<file path="src/hdl/dsi_pkg.sv">
// ----------------------------------------------------------------------------
// dsi_pkg: shared types and constants of the depth sample interpolator
// Field widths, register defaults, register indexes and the divide-by-constant
// reciprocals used by the averaging stages.
// ----------------------------------------------------------------------------
`default_nettype none

package dsi_pkg;

  localparam int COORD_W    = 21;
  localparam int SAMPLE_W   = 16;
  localparam int DIM_W      = 13;
  localparam int SUM_W      = SAMPLE_W + 2;
  localparam int THRES_W    = 10;

  localparam int FRACTION_BITS_DEF        = 8;
  localparam int WEIGHT_FRACTION_BITS_DEF = 16;

  localparam logic [DIM_W-1:0] WIDTH_RST  = 13'd512;
  localparam logic [DIM_W-1:0] HEIGHT_RST = 13'd424;

  // Exact floor(s / 3) for s below 2^19: (s * RECIP3) >> RECIP3_SH.
  localparam int RECIP3_SH = 20;
  localparam logic [18:0] RECIP3 = 19'd349526;
  // Exact floor(a / 100) for a below 2^16: (a * RECIP100) >> RECIP100_SH.
  localparam int RECIP100_SH = 23;
  localparam logic [16:0] RECIP100 = 17'd83887;

  typedef enum logic [0:0] {
    CFG_IMAGE_WIDTH  = 1'b0,
    CFG_IMAGE_HEIGHT = 1'b1
  } cfg_reg_t;

  // Truncated integer square root, evaluated at elaboration only.
  function automatic logic [63:0] isqrt_const(input logic [63:0] v);
    logic [63:0] rem;
    logic [63:0] res;
    logic [63:0] bitv;
    rem  = v;
    res  = '0;
    bitv = 64'd1 << 62;
    for (int i = 0; i < 32; i++) begin
      if (bitv != 0) begin
        if (rem >= res + bitv) begin
          rem = rem - (res + bitv);
          res = (res >> 1) + bitv;
        end else begin
          res = res >> 1;
        end
        bitv = bitv >> 2;
      end
    end
    return res;
  endfunction

endpackage

`default_nettype wire

</file>
<file path="src/hdl/dsi_divider.sv">
// ----------------------------------------------------------------------------
// dsi_divider: pipelined restoring divider
// One quotient bit per stage, QW stages; the quotient must fit in QW bits.
// ----------------------------------------------------------------------------
`default_nettype none

module dsi_divider
  import dsi_pkg::*;
#(
  parameter int DVD_W = 36,
  parameter int DVS_W = 20,
  parameter int QW    = SAMPLE_W
) (
  input  wire logic             clk,
  input  wire logic             adv,
  input  wire logic [DVD_W-1:0] dividend,
  input  wire logic [DVS_W-1:0] divisor,
  output logic      [QW-1:0]    quotient
);

  logic [DVD_W-1:0] rem_s [QW+1];
  logic [DVS_W-1:0] dvs_s [QW+1];
  logic [QW-1:0]    quo_s [QW+1];

  assign rem_s[0] = dividend;
  assign dvs_s[0] = divisor;
  assign quo_s[0] = '0;

  for (genvar j = 0; j < QW; j++) begin : g_stage
    localparam int K = QW - 1 - j;
    logic [DVD_W-1:0] shifted;

    // Compare against the divisor aligned to this quotient bit.
    always_comb begin
      shifted = DVD_W'(dvs_s[j]) << K;
    end

    always_ff @(posedge clk) begin
      if (adv) begin
        dvs_s[j+1] <= dvs_s[j];
        if (rem_s[j] >= shifted) begin
          rem_s[j+1] <= rem_s[j] - shifted;
          quo_s[j+1] <= quo_s[j] | (QW'(1) << K);
        end else begin
          rem_s[j+1] <= rem_s[j];
          quo_s[j+1] <= quo_s[j];
        end
      end
    end
  end

  assign quotient = quo_s[QW];

endmodule

`default_nettype wire
</file>
<file path="config.mk">
export PLATFORM = sky130hd
export DESIGN_NAME = dsi_divider
export DESIGN_NICKNAME = d
export VERILOG_FILES = /design/src/hdl/dsi_pkg.sv /design/src/hdl/dsi_divider.sv
export SDC_FILE = /design/constraint.sdc
export NUM_CORES = 2
export LEC_CHECK = 0
export BUFFER_PORTS_ARGS = -buffer_cell sky130_fd_sc_hd__buf_2
export CORE_MARGIN = 2
export CORE_UTILIZATION = 39
export DETAILED_ROUTE_END_ITERATION = 8
export HOLD_SLACK_MARGIN = 0.03
export PLACE_DENSITY = 0.64
export SYNTH_ARGS = -nofsm -noshare
export SYNTH_HDL_FRONTEND = slang
export SYNTH_SLANG_ARGS = --single-unit
</file>
<file path="constraint.sdc">
create_clock -name clk -period 3.6 [get_ports clk]
set_input_delay 0.36 -clock clk [delete_from_list [all_inputs] [get_ports clk]]
set_output_delay 0.36 -clock clk [all_outputs]
set_load 0.05 [all_outputs]
</file>
==> metrics.md <==
| Metric | Value |
|---|---|
| Main combinational cell family by area after synthesis | `compound AO/OA/AOI/OAI gates` |
| Register bit count reported by yosys | `976` |
| Critical Path Source Type | `register` |
| Global-route wire length before repair | `162000 microns` |
| Initial antenna violation count | `0` |
| Vias in the first global route | `about 34000` |
| Clk pin slew, worst setup/hold paths | `around 60 ps` |
| Synth Area in XOR/XNOR | `0.0607` |
| Final period utilization | `0.979` |
| Setup TNS | `0 ps` |
| RSZ-0062 raised after global routing | `no` |
| Fin nets | `5027` |
| GRT Total Usage | `0.146` |
| Site Rows | `133` |
| Die X | `roughly 370 microns` |
| Register area share after synthesis | `0.569` |
| Initial DRC count | `between 2000 and 2500` |
| Number of H-tree levels | `3` |
| CP Data Required Time | `4020 ps` |
| Achievable Freq | `284 MHz` |
| Net Sw Power | `about 14 mW` |
| First-pass DRT Iterations | `8` |
| Switching share of power | `0.334` |
| Starting Density | `0.392` |
| WS Path Type | `register to register` |
| Sequential share of power | `0.407` |
| Pint | `28.4 mW` |
| WP data arrival | `between 3000 and 4000 ps` |
| Cells on Worst Hold Path | `1` |
| Crit path time final | `about 3500 ps` |
| Number of synthesized flops with an enable pin | `about 980` |
| Final Max Tran Viols | `0` |
| Final WL | `between 90000 and 100000 microns` |
| Final setup viols | `0` |
| Leakage | `22.5 nW` |
| Min Hold Slack | `~180 ps` |
| Port bufs | `73` |
| CTS root buffer | `clkbuf_16` |
| Pwr dens | `~730 nW/um^2` |
| Maxcap violations | `0` |
| Avg Inst Size Synth | `approximately 12 sq um` |
| Compound-Gate Fraction of Synth Area | `0.126` |
| Main synth FF type | `edfxtp_1` |
| I/O pin count | `74` |
| CTS tree | `yes` |
| Post-Syn Instances | `roughly 4400` |
| Combinational power share | `0.362` |
| Vias per cell | `between 5 and 6` |
| Worst min path class | `input pin to register` |
| Clock buffer depth | `3` |
| Vias | `33009` |
| Post-Synth Simple-Gate Area | `0.109` |
| Placed Cells | `6229` |
| Finished Layout Cells | `6468` |
| Adder-Cell Fraction of Synth Area | `0.0835` |
| Clock Latency Late Sink | `690 ps` |
| Synth-to-layout area growth | `13.0%` |
| Peak supply drop | `0.392 mV` |
| Synthesized netlist net count | `~4800` |
| Largest net degree at the start of global routing | `102` |
| Worst relative slew slack | `0.464` |
| Asr flop ratio synth | `0` |
| Cell area after synthesis | `51500 sq um` |
| Final hold vios | `0` |
| GR Overflow Total | `0` |
| Clk sinks | `between 900 and 1000` |
| Crit-path max FO | `8` |
| Overall Power | `42.7 mW` |
| Number of antenna diodes | `0` |
| Share of layout cells above drive strength 1 | `0.0864` |
| Drt wl/cell | `15.4 microns` |
| Mux share of post-synthesis cell area | `0.0124` |
| Num CTS Buffers | `99` |
| Worst slew pin tran | `783 ps` |
| Dpl hpwl | `73600 microns` |
| CORE AREA | `131000 sq um` |
| Final ANT Viol Nets | `0` |
| Clk pwr share | `0.231` |
| Die area | `135000 sq um` |
| Synth unique cells | `87` |
| Clock skew | `approximately 25 ps` |
| Die Ht | `about 370 microns` |
| Drt drc | `0` |
| Outcome | `finished, final reports clean` |
| Placed Area | `54500 sq um` |
| Final GP Congestion | `0.949` |
| Yosys warnings | `0` |
| Register-to-Register Path Depth | `14` |
| Final Cell Area | `58200 sq um` |
| Critical path endpoint category | `register` |
## registers in the layout, summed over array words and instances (netlist names)
name      cells
quo_s       120
rem_s       540
quotient     16
dvs_s       300
## cells in the final DEF, fill, tap and decap left out, types with 81 or more instances in the layout
master and count:
o21ai_0 262, clkbuf_16 101, ha_1 320, edfxtp_1 976
buf_4 81, a21o_1 134, nand2_1 324, a21oi_1 284
inv_1 412, nor2_1 309, xor2_1 149, xnor2_1 208
## power groups by stage
stage | combinational, mW | sequential (mW) | clock [mW]
finish | 15.4 | 17.4 | 9.88
global placement | 14.8 | 17.6 | 0
CTS | 15.3 | 17.4 | 10.2
global route | 17.3 | 17.6 | 10.6
detailed placement | 15.1 | 17.6 | 0
floorplan | 11.8 | 17.1 | 0
## metal layers
| metal | GRT usage | wire [microns] | up-vias | part of all wire |
|---|---|---|---|---|
| li1 | - | - | 16647 | - |
| met1 | 0.145 | 37700 | 15457 | 0.38 |
| met2 | 0.285 | 53600 | 624 | 0.54 |
| met3 | 0.0224 | 2780 | 281 | 0.028 |
| met4 | 0.0788 | 5350 | 0 | 0.054 |
| met5 | 0 | 0 | - | 0 |
## cell usage after synthesis (23+ instances only)
cell type	number	area share
a211oi_1	37	0.0054
a21o_1	134	0.020
a21oi_1	286	0.028
a31oi_1	47	0.0057
clkbuf_1	74	0.0054
edfxtp_1	976	0.57
ha_1	320	0.078
inv_1	412	0.030
mux2_2	43	0.0094
nand2_1	324	0.024
nand2b_1	59	0.0072
nand3_1	61	0.0059
nand4_1	40	0.0049
nand4b_1	23	0.0039
nor2_1	311	0.023
nor2b_1	49	0.0059
nor3_1	74	0.0072
nor4_1	43	0.0052
o21a_1	53	0.0077
o21ai_0	263	0.026
o21bai_1	24	0.0035
or3_1	30	0.0036
xnor2_1	208	0.035
xor2_1	149	0.025
## area by class of cell
cell class              count  area [sq um]
inverters                 414          1560
multi-input cells        2919         20200
repair buffers            224          1820
well taps                1755          2200
clock buffers             124          2610
clock inverters            56           505
fillers                 11767         73000
flip-flops and latches    976         29300
## path summary, 6_finish.rpt
path,slack [ps],to,startpoint
worst min register to register,410,quo_s[94],quo_s[110]
worst max-delay path,80,rem_s[69],rem_s[73]
worst max register to register,80,rem_s[69],rem_s[73]
worst min-delay path,180,rem_s[537],adv
## worst max-delay path, cell delays in order, from the launching register on
cell       delay, ps
edfxtp_1         390
inv_1             70
ha_1             160
inv_1             50
fa_1             430
a211oi_1         380
o211ai_1         220
nand3_1          180
a31oi_1          150
o21ai_0          390
nor2_1           140
a2111oi_4        280
buf_4            210
nand3_1          110
xnor2_1          140
## stage by stage
step / setup WS [ps] / utilization
3_3_place_gp: 93.6 / 0.415
2_1_floorplan: 500 / -
5_1_grt: 9.20 / 0.444
3_5_place_dp: 85.0 / 0.415
6_report: 75.8 / 0.444
4_1_cts: 33.6 / 0.443
## kinds of logic (layout without fill, tap and decap cells)
| family | Yosys count | after routing |
|---|---|---|
| AOI/OAI and AO/OA | 1028 | 1028 |
| DFF | 976 | 976 |
| and+or+nand+nor | 1142 | 1142 |
| muxes | 57 | 57 |
| xor gates and xnor gates | 357 | 357 |
| buffers and inverters | 524 | 818 |
| adders and majority gates | 335 | 335 |
## what timing repair did
action / CTS / global route
buffers inserted: 0 / 3
resized for setup: 0 / 9
setup endpoints to repair: 0 / 39
hold endpoints to repair: 56 / 0
hold buffers: 56 / 0
Note: power is estimated with default switching activity, not from simulation.
