File: config.mk
export PLATFORM = sky130hd
export DESIGN_NAME = dsi_isqrt
export DESIGN_NICKNAME = d
export VERILOG_FILES = /design/src/hdl/dsi_pkg.sv /design/src/hdl/dsi_isqrt.sv
export SDC_FILE = /design/constraint.sdc
export NUM_CORES = 1
export LEC_CHECK = 0
export ABC_CLOCK_PERIOD_IN_PS = 3500
export BUFFER_PORTS_ARGS = -buffer_cell sky130_fd_sc_hd__buf_2
export CAP_MARGIN = 20
export CORE_ASPECT_RATIO = 0.8
export CORE_UTILIZATION = 60
export CTS_CLUSTER_DIAMETER = 50
export DETAILED_ROUTE_END_ITERATION = 8
export PLACE_DENSITY = 0.83
export SLEW_MARGIN = 10
export SYNTH_ARGS = -nofsm -noshare
export SYNTH_HDL_FRONTEND = slang
export SYNTH_SLANG_ARGS = --single-unit
File: constraint.sdc
create_clock -name clk -period 3.5 [get_ports clk]
set_clock_uncertainty 0.1 [all_clocks]
set_input_delay 0.7 -clock clk [delete_from_list [all_inputs] [get_ports clk]]
set_output_delay 0.7 -clock clk [all_outputs]
set_load 0.02 [all_outputs]
File: src/hdl/dsi_pkg.sv
// ----------------------------------------------------------------------------
// dsi_pkg: shared types and constants of the depth sample interpolator
// Field widths, register defaults, register indexes and the divide-by-constant
// reciprocals used by the averaging stages.
// ----------------------------------------------------------------------------
`default_nettype none

package dsi_pkg;

  localparam int COORD_W    = 21;
  localparam int SAMPLE_W   = 16;
  localparam int DIM_W      = 13;
  localparam int SUM_W      = SAMPLE_W + 2;
  localparam int THRES_W    = 10;

  localparam int FRACTION_BITS_DEF        = 8;
  localparam int WEIGHT_FRACTION_BITS_DEF = 16;

  localparam logic [DIM_W-1:0] WIDTH_RST  = 13'd512;
  localparam logic [DIM_W-1:0] HEIGHT_RST = 13'd424;

  // Exact floor(s / 3) for s below 2^19: (s * RECIP3) >> RECIP3_SH.
  localparam int RECIP3_SH = 20;
  localparam logic [18:0] RECIP3 = 19'd349526;
  // Exact floor(a / 100) for a below 2^16: (a * RECIP100) >> RECIP100_SH.
  localparam int RECIP100_SH = 23;
  localparam logic [16:0] RECIP100 = 17'd83887;

  typedef enum logic [0:0] {
    CFG_IMAGE_WIDTH  = 1'b0,
    CFG_IMAGE_HEIGHT = 1'b1
  } cfg_reg_t;

  // Truncated integer square root, evaluated at elaboration only.
  function automatic logic [63:0] isqrt_const(input logic [63:0] v);
    logic [63:0] rem;
    logic [63:0] res;
    logic [63:0] bitv;
    rem  = v;
    res  = '0;
    bitv = 64'd1 << 62;
    for (int i = 0; i < 32; i++) begin
      if (bitv != 0) begin
        if (rem >= res + bitv) begin
          rem = rem - (res + bitv);
          res = (res >> 1) + bitv;
        end else begin
          res = res >> 1;
        end
        bitv = bitv >> 2;
      end
    end
    return res;
  endfunction

endpackage

`default_nettype wire

File: src/hdl/dsi_isqrt.sv
// ----------------------------------------------------------------------------
// dsi_isqrt: pipelined truncated integer square root
// One root bit per stage, RW stages; all stages move together on adv.
// ----------------------------------------------------------------------------
`default_nettype none

module dsi_isqrt
  import dsi_pkg::*;
#(
  parameter int RW = WEIGHT_FRACTION_BITS_DEF + 1
) (
  input  wire logic            clk,
  input  wire logic            adv,
  input  wire logic [2*RW-1:0] radicand,
  output logic      [RW-1:0]   root
);

  logic [2*RW-1:0] rad_s [RW+1];
  logic [RW+1:0]   rem_s [RW+1];
  logic [RW-1:0]   res_s [RW+1];

  assign rad_s[0] = radicand;
  assign rem_s[0] = '0;
  assign res_s[0] = '0;

  for (genvar i = 0; i < RW; i++) begin : g_stage
    localparam int B = RW - 1 - i;
    logic [RW+1:0] rem_sh;
    logic [RW+1:0] trial;

    // Bring down the next two radicand bits and try a one in this root bit.
    always_comb begin
      rem_sh = {rem_s[i][RW-1:0], rad_s[i][2*B+1 -: 2]};
      trial  = {res_s[i], 2'b01};
    end

    always_ff @(posedge clk) begin
      if (adv) begin
        rad_s[i+1] <= rad_s[i];
        if (rem_sh >= trial) begin
          rem_s[i+1] <= rem_sh - trial;
          res_s[i+1] <= {res_s[i][RW-2:0], 1'b1};
        end else begin
          rem_s[i+1] <= rem_sh;
          res_s[i+1] <= {res_s[i][RW-2:0], 1'b0};
        end
      end
    end
  end

  assign root = res_s[RW];

endmodule

`default_nettype wire

==> metrics.md <==
| Metric | Value |
|---|---|
| DR DRC count | `0` |
| Critical path arrival | `3.68 ns` |
| Gr ovfl total | `0` |
| Slew Limit Fails | `0` |
| Mean Syn Cell Area | `13.5 um2` |
| Hold Vio Cnt, Final | `0` |
| DP Area | `0.0324 mm2` |
| Async SR Flop Fraction | `0%` |
| Antenna viol nets, final | `0` |
| Total negative slack | `0 ns` |
| Met1 GRT Util | `31.6%` |
| Crit-path slowest cell | `a221oi_4` |
| Vias per cell | `5.82` |
| Port bufs | `52` |
| Seq/Total Area, Yosys | `65.1%` |
| Post-layout util | `67.7%` |
| Number of antenna violations at the first check in global routing | `0` |
| # setup viols final | `0` |
| Layout cells sized above 1 | `10.4%` |
| Max FO, Critical Path | `23` |
| Critical-path cell list | `ha_1 -> a21o_1 -> a21o_1 -> a21o_1 -> a211o_1 -> a221oi_4 -> inv_2 -> mux2_1` |
| Required @ worst endpoint | `3.75 ns` |
| Fillers | `3391` |
| Top FF cell, synth | `edfxtp_1` |
| WL/cell | `17.8 um` |
| Total track usage | `21.7%` |
| Detail Placement HPWL | `39.5 mm` |
| Hold Crit Class | `input port to register` |
| Vias | `18400` |
| RSZ-0062 raised after global routing | `false` |
| Site row count | `74` |
| Die width | `256 um` |
| First DRT Iteration DRCs | `1389` |
| Flops & latches, synth | `672` |
| Clk slew on worst S/H paths | `0.06 ns` |
| Status | `complete, no violations` |
| Tcrit/Tclk final | `97.9%` |
| Largest net degree at the start of global routing | `81` |
| Final instance area | `0.0346 mm2` |
| Initial core utilization | `60.7%` |
| Hold Path Depth | `1` |
| Reg2Reg Setup Slack | `0.07 ns` |
| CTS sink cnt | `672` |
| H-tree lvl count | `3` |
| Worst Hold Endpoint | `rad_s[556]` |
| Hold path start | `radicand[12]` |
| Area of the die | `0.0526 mm2` |
| Vias in the first global route | `18000` |
| Post-synthesis cell type count | `77` |
| Most common cell after layout, fill and taps aside | `edfxtp_1` |
| ANT cells | `0` |
| Global-route wire length before repair | `91.4 mm` |
| CP Capture Type | `register` |
| Die Ht | `205 um` |
| WL final | `56.3 mm` |
| Synth Cell Area | `0.0310 mm2` |
| Worst R2R Start | `g_stage[14].rem_sh[8]` |
| Root Buffer | `clkbuf_16` |
| Drt first pass iters | `6` |
| Post-synthesis cell count | `2303` |
| Most frequent cells in the layout | `edfxtp_1 (672), inv_1 (219), ha_1 (168)` |
| Total power | `21.2 mW` |
| Fin crit period | `3.43 ns` |
| Met3 usage | `4.57%` |
| WHS | `0.164 ns` |
| F_max | `292 MHz` |
| Synth warnings | `0` |
| TritonCTS Buffers | `67` |
| Worst skew pair latency | `0.61 ns` |
| Layout area overhead | `11.5%` |
| Reg-to-reg endpoint | `g_stage[15].rem_sh[16]` |
| Post-CTS Setup Inserts | `0` |
| CP Launch Type | `register` |
| Met2 Resource Use GR | `33.4%` |
| Syn nets | `2507` |
| Kind of critical path | `register to register` |
| Gpl congestion | `0.944` |
| CTS tree | `done` |
| Least-Margin Pin Slew | `0.729 ns` |
| Clock Tree Buf Depth | `3` |
| Io pins | `53` |
| R2r worst-path depth | `8` |
| Core footprint | `0.0510 mm2` |
| Gr busiest metal | `met2` |
| Nets | `2632` |
| Slew HR | `51.0%` |
| Peak supply drop | `0.417 mV` |
| CP peak stage delay | `0.54 ns` |
| Crit path top cell by count | `a21o_1` |
| Leakage power | `13.6 nW` |
| Max_cap viols | `0` |
| Post-synth EDFFs | `672` |
| PwrDens | `612 mW/mm2` |
==> area by class of cell <==
| class | instances | area [um2] | area share (%) |
|---|---|---|---|
| repair buffers | 87 | 633 | 1.83 |
| inverters | 220 | 826 | 2.39 |
| clock inverters | 35 | 395 | 1.14 |
| flip-flops and latches | 672 | 20200 | 58.4 |
| clock buffers | 86 | 1790 | 5.18 |
| well taps | 684 | 856 | 2.48 |
| multi-input cells | 1380 | 9880 | 28.6 |
==> synth_stat cells (all sizes together), types with 11 or more instances <==
cell | number | area, um2
mux2 | 50 | 563
and3 | 13 | 81.3
nand2 | 133 | 499
xor2 | 82 | 718
a211oi | 16 | 120
clkbuf | 23 | 86.3
nor2 | 119 | 449
a21o | 56 | 420
a21boi | 12 | 90.1
mux2i | 11 | 110
inv | 220 | 826
nor4 | 37 | 238
nand2b | 23 | 144
edfxtp | 672 | 20200
nand3 | 31 | 155
or2 | 12 | 75.1
nor3 | 49 | 245
or3 | 23 | 144
xnor2 | 82 | 718
o31ai | 16 | 120
o211ai | 11 | 82.6
o21a | 39 | 293
nor2b | 22 | 145
o21ai | 125 | 626
o21bai | 13 | 97.6
ha | 168 | 2100
nand4 | 16 | 100
a21oi | 113 | 566
==> critical path: cells and delay by family, from the launching register on <==
kind,cells,cell delay (ns)
adders and majority gates,1,0.42
DFF,1,0.43
buffers and inverters,1,0.32
AOI/OAI and AO/OA,5,1.52
muxes,1,0.39
==> where the power goes <==
part	switching (mW)	internal [mW]
combinational	2.00	1.55
sequential	0.490	9.99
clock	3.06	4.07
total	5.55	15.6
==> routing by layer <==
layer / wire length, um / vias up
li1: - / 8840
met1: 26200 / 8914
met2: 25400 / 587
met3: 3700 / 85
met4: 961 / 0
met5: 0 / -
==> cell families (layout without fill, tap and decap cells) <==
| family | after synthesis | count (layout) | synth area share [%] |
|---|---|---|---|
| mux | 61 | 61 | 2.17 |
| buf+inv | 251 | 428 | 3.08 |
| flops | 672 | 672 | 65.1 |
| compound gates | 469 | 469 | 9.82 |
| simple gates | 517 | 517 | 8.37 |
| xor+xnor | 164 | 164 | 4.64 |
| other cells | 1 | 1 | 0.0121 |
| fa+ha+maj | 168 | 168 | 6.78 |
==> metrics by stage <==
stage / worst slack [ns] / std cells
final: 0.0727 / 3164
after global routing: 0.00779 / 3164
after CTS: 0.0763 / 3164
after detailed placement: 0.111 / 3043
after global placement: 0.259 / 3043
after floorplan: 0.546 / 2303
==> state kept, by name, summed over array words and instances, names as in the netlist <==
| name | cells |
|---|---|
| g_stage.rem_sh | 279 |
| rad_s | 240 |
| root | 17 |
| g_stage.trial | 136 |
==> what timing repair did <==
action                                 in CTS  in global routing
setup endpoints to repair                   0                 16
endpoints found under the hold margin       0                  0
hold buffers                                0                  0
gates resized for setup                     0                  2
==> worst max-delay path by stage <==
stage	start	endpoint	slack (ns)	depth (start not counted)
after detailed placement	g_stage[13].rem_sh[4]	g_stage[14].rem_sh[4]	0.11	8
after CTS	g_stage[13].rem_sh[4]	g_stage[14].rem_sh[18]	0.08	8
after global placement	g_stage[13].rem_sh[4]	g_stage[14].rem_sh[18]	0.26	8
final	g_stage[14].rem_sh[8]	g_stage[15].rem_sh[16]	0.07	8
after floorplan	g_stage[13].rem_sh[2]	g_stage[14].rem_sh[18]	0.55	8
after global routing	g_stage[14].rem_sh[8]	g_stage[15].rem_sh[16]	0.008	8
(Power assumes the default switching activity.)
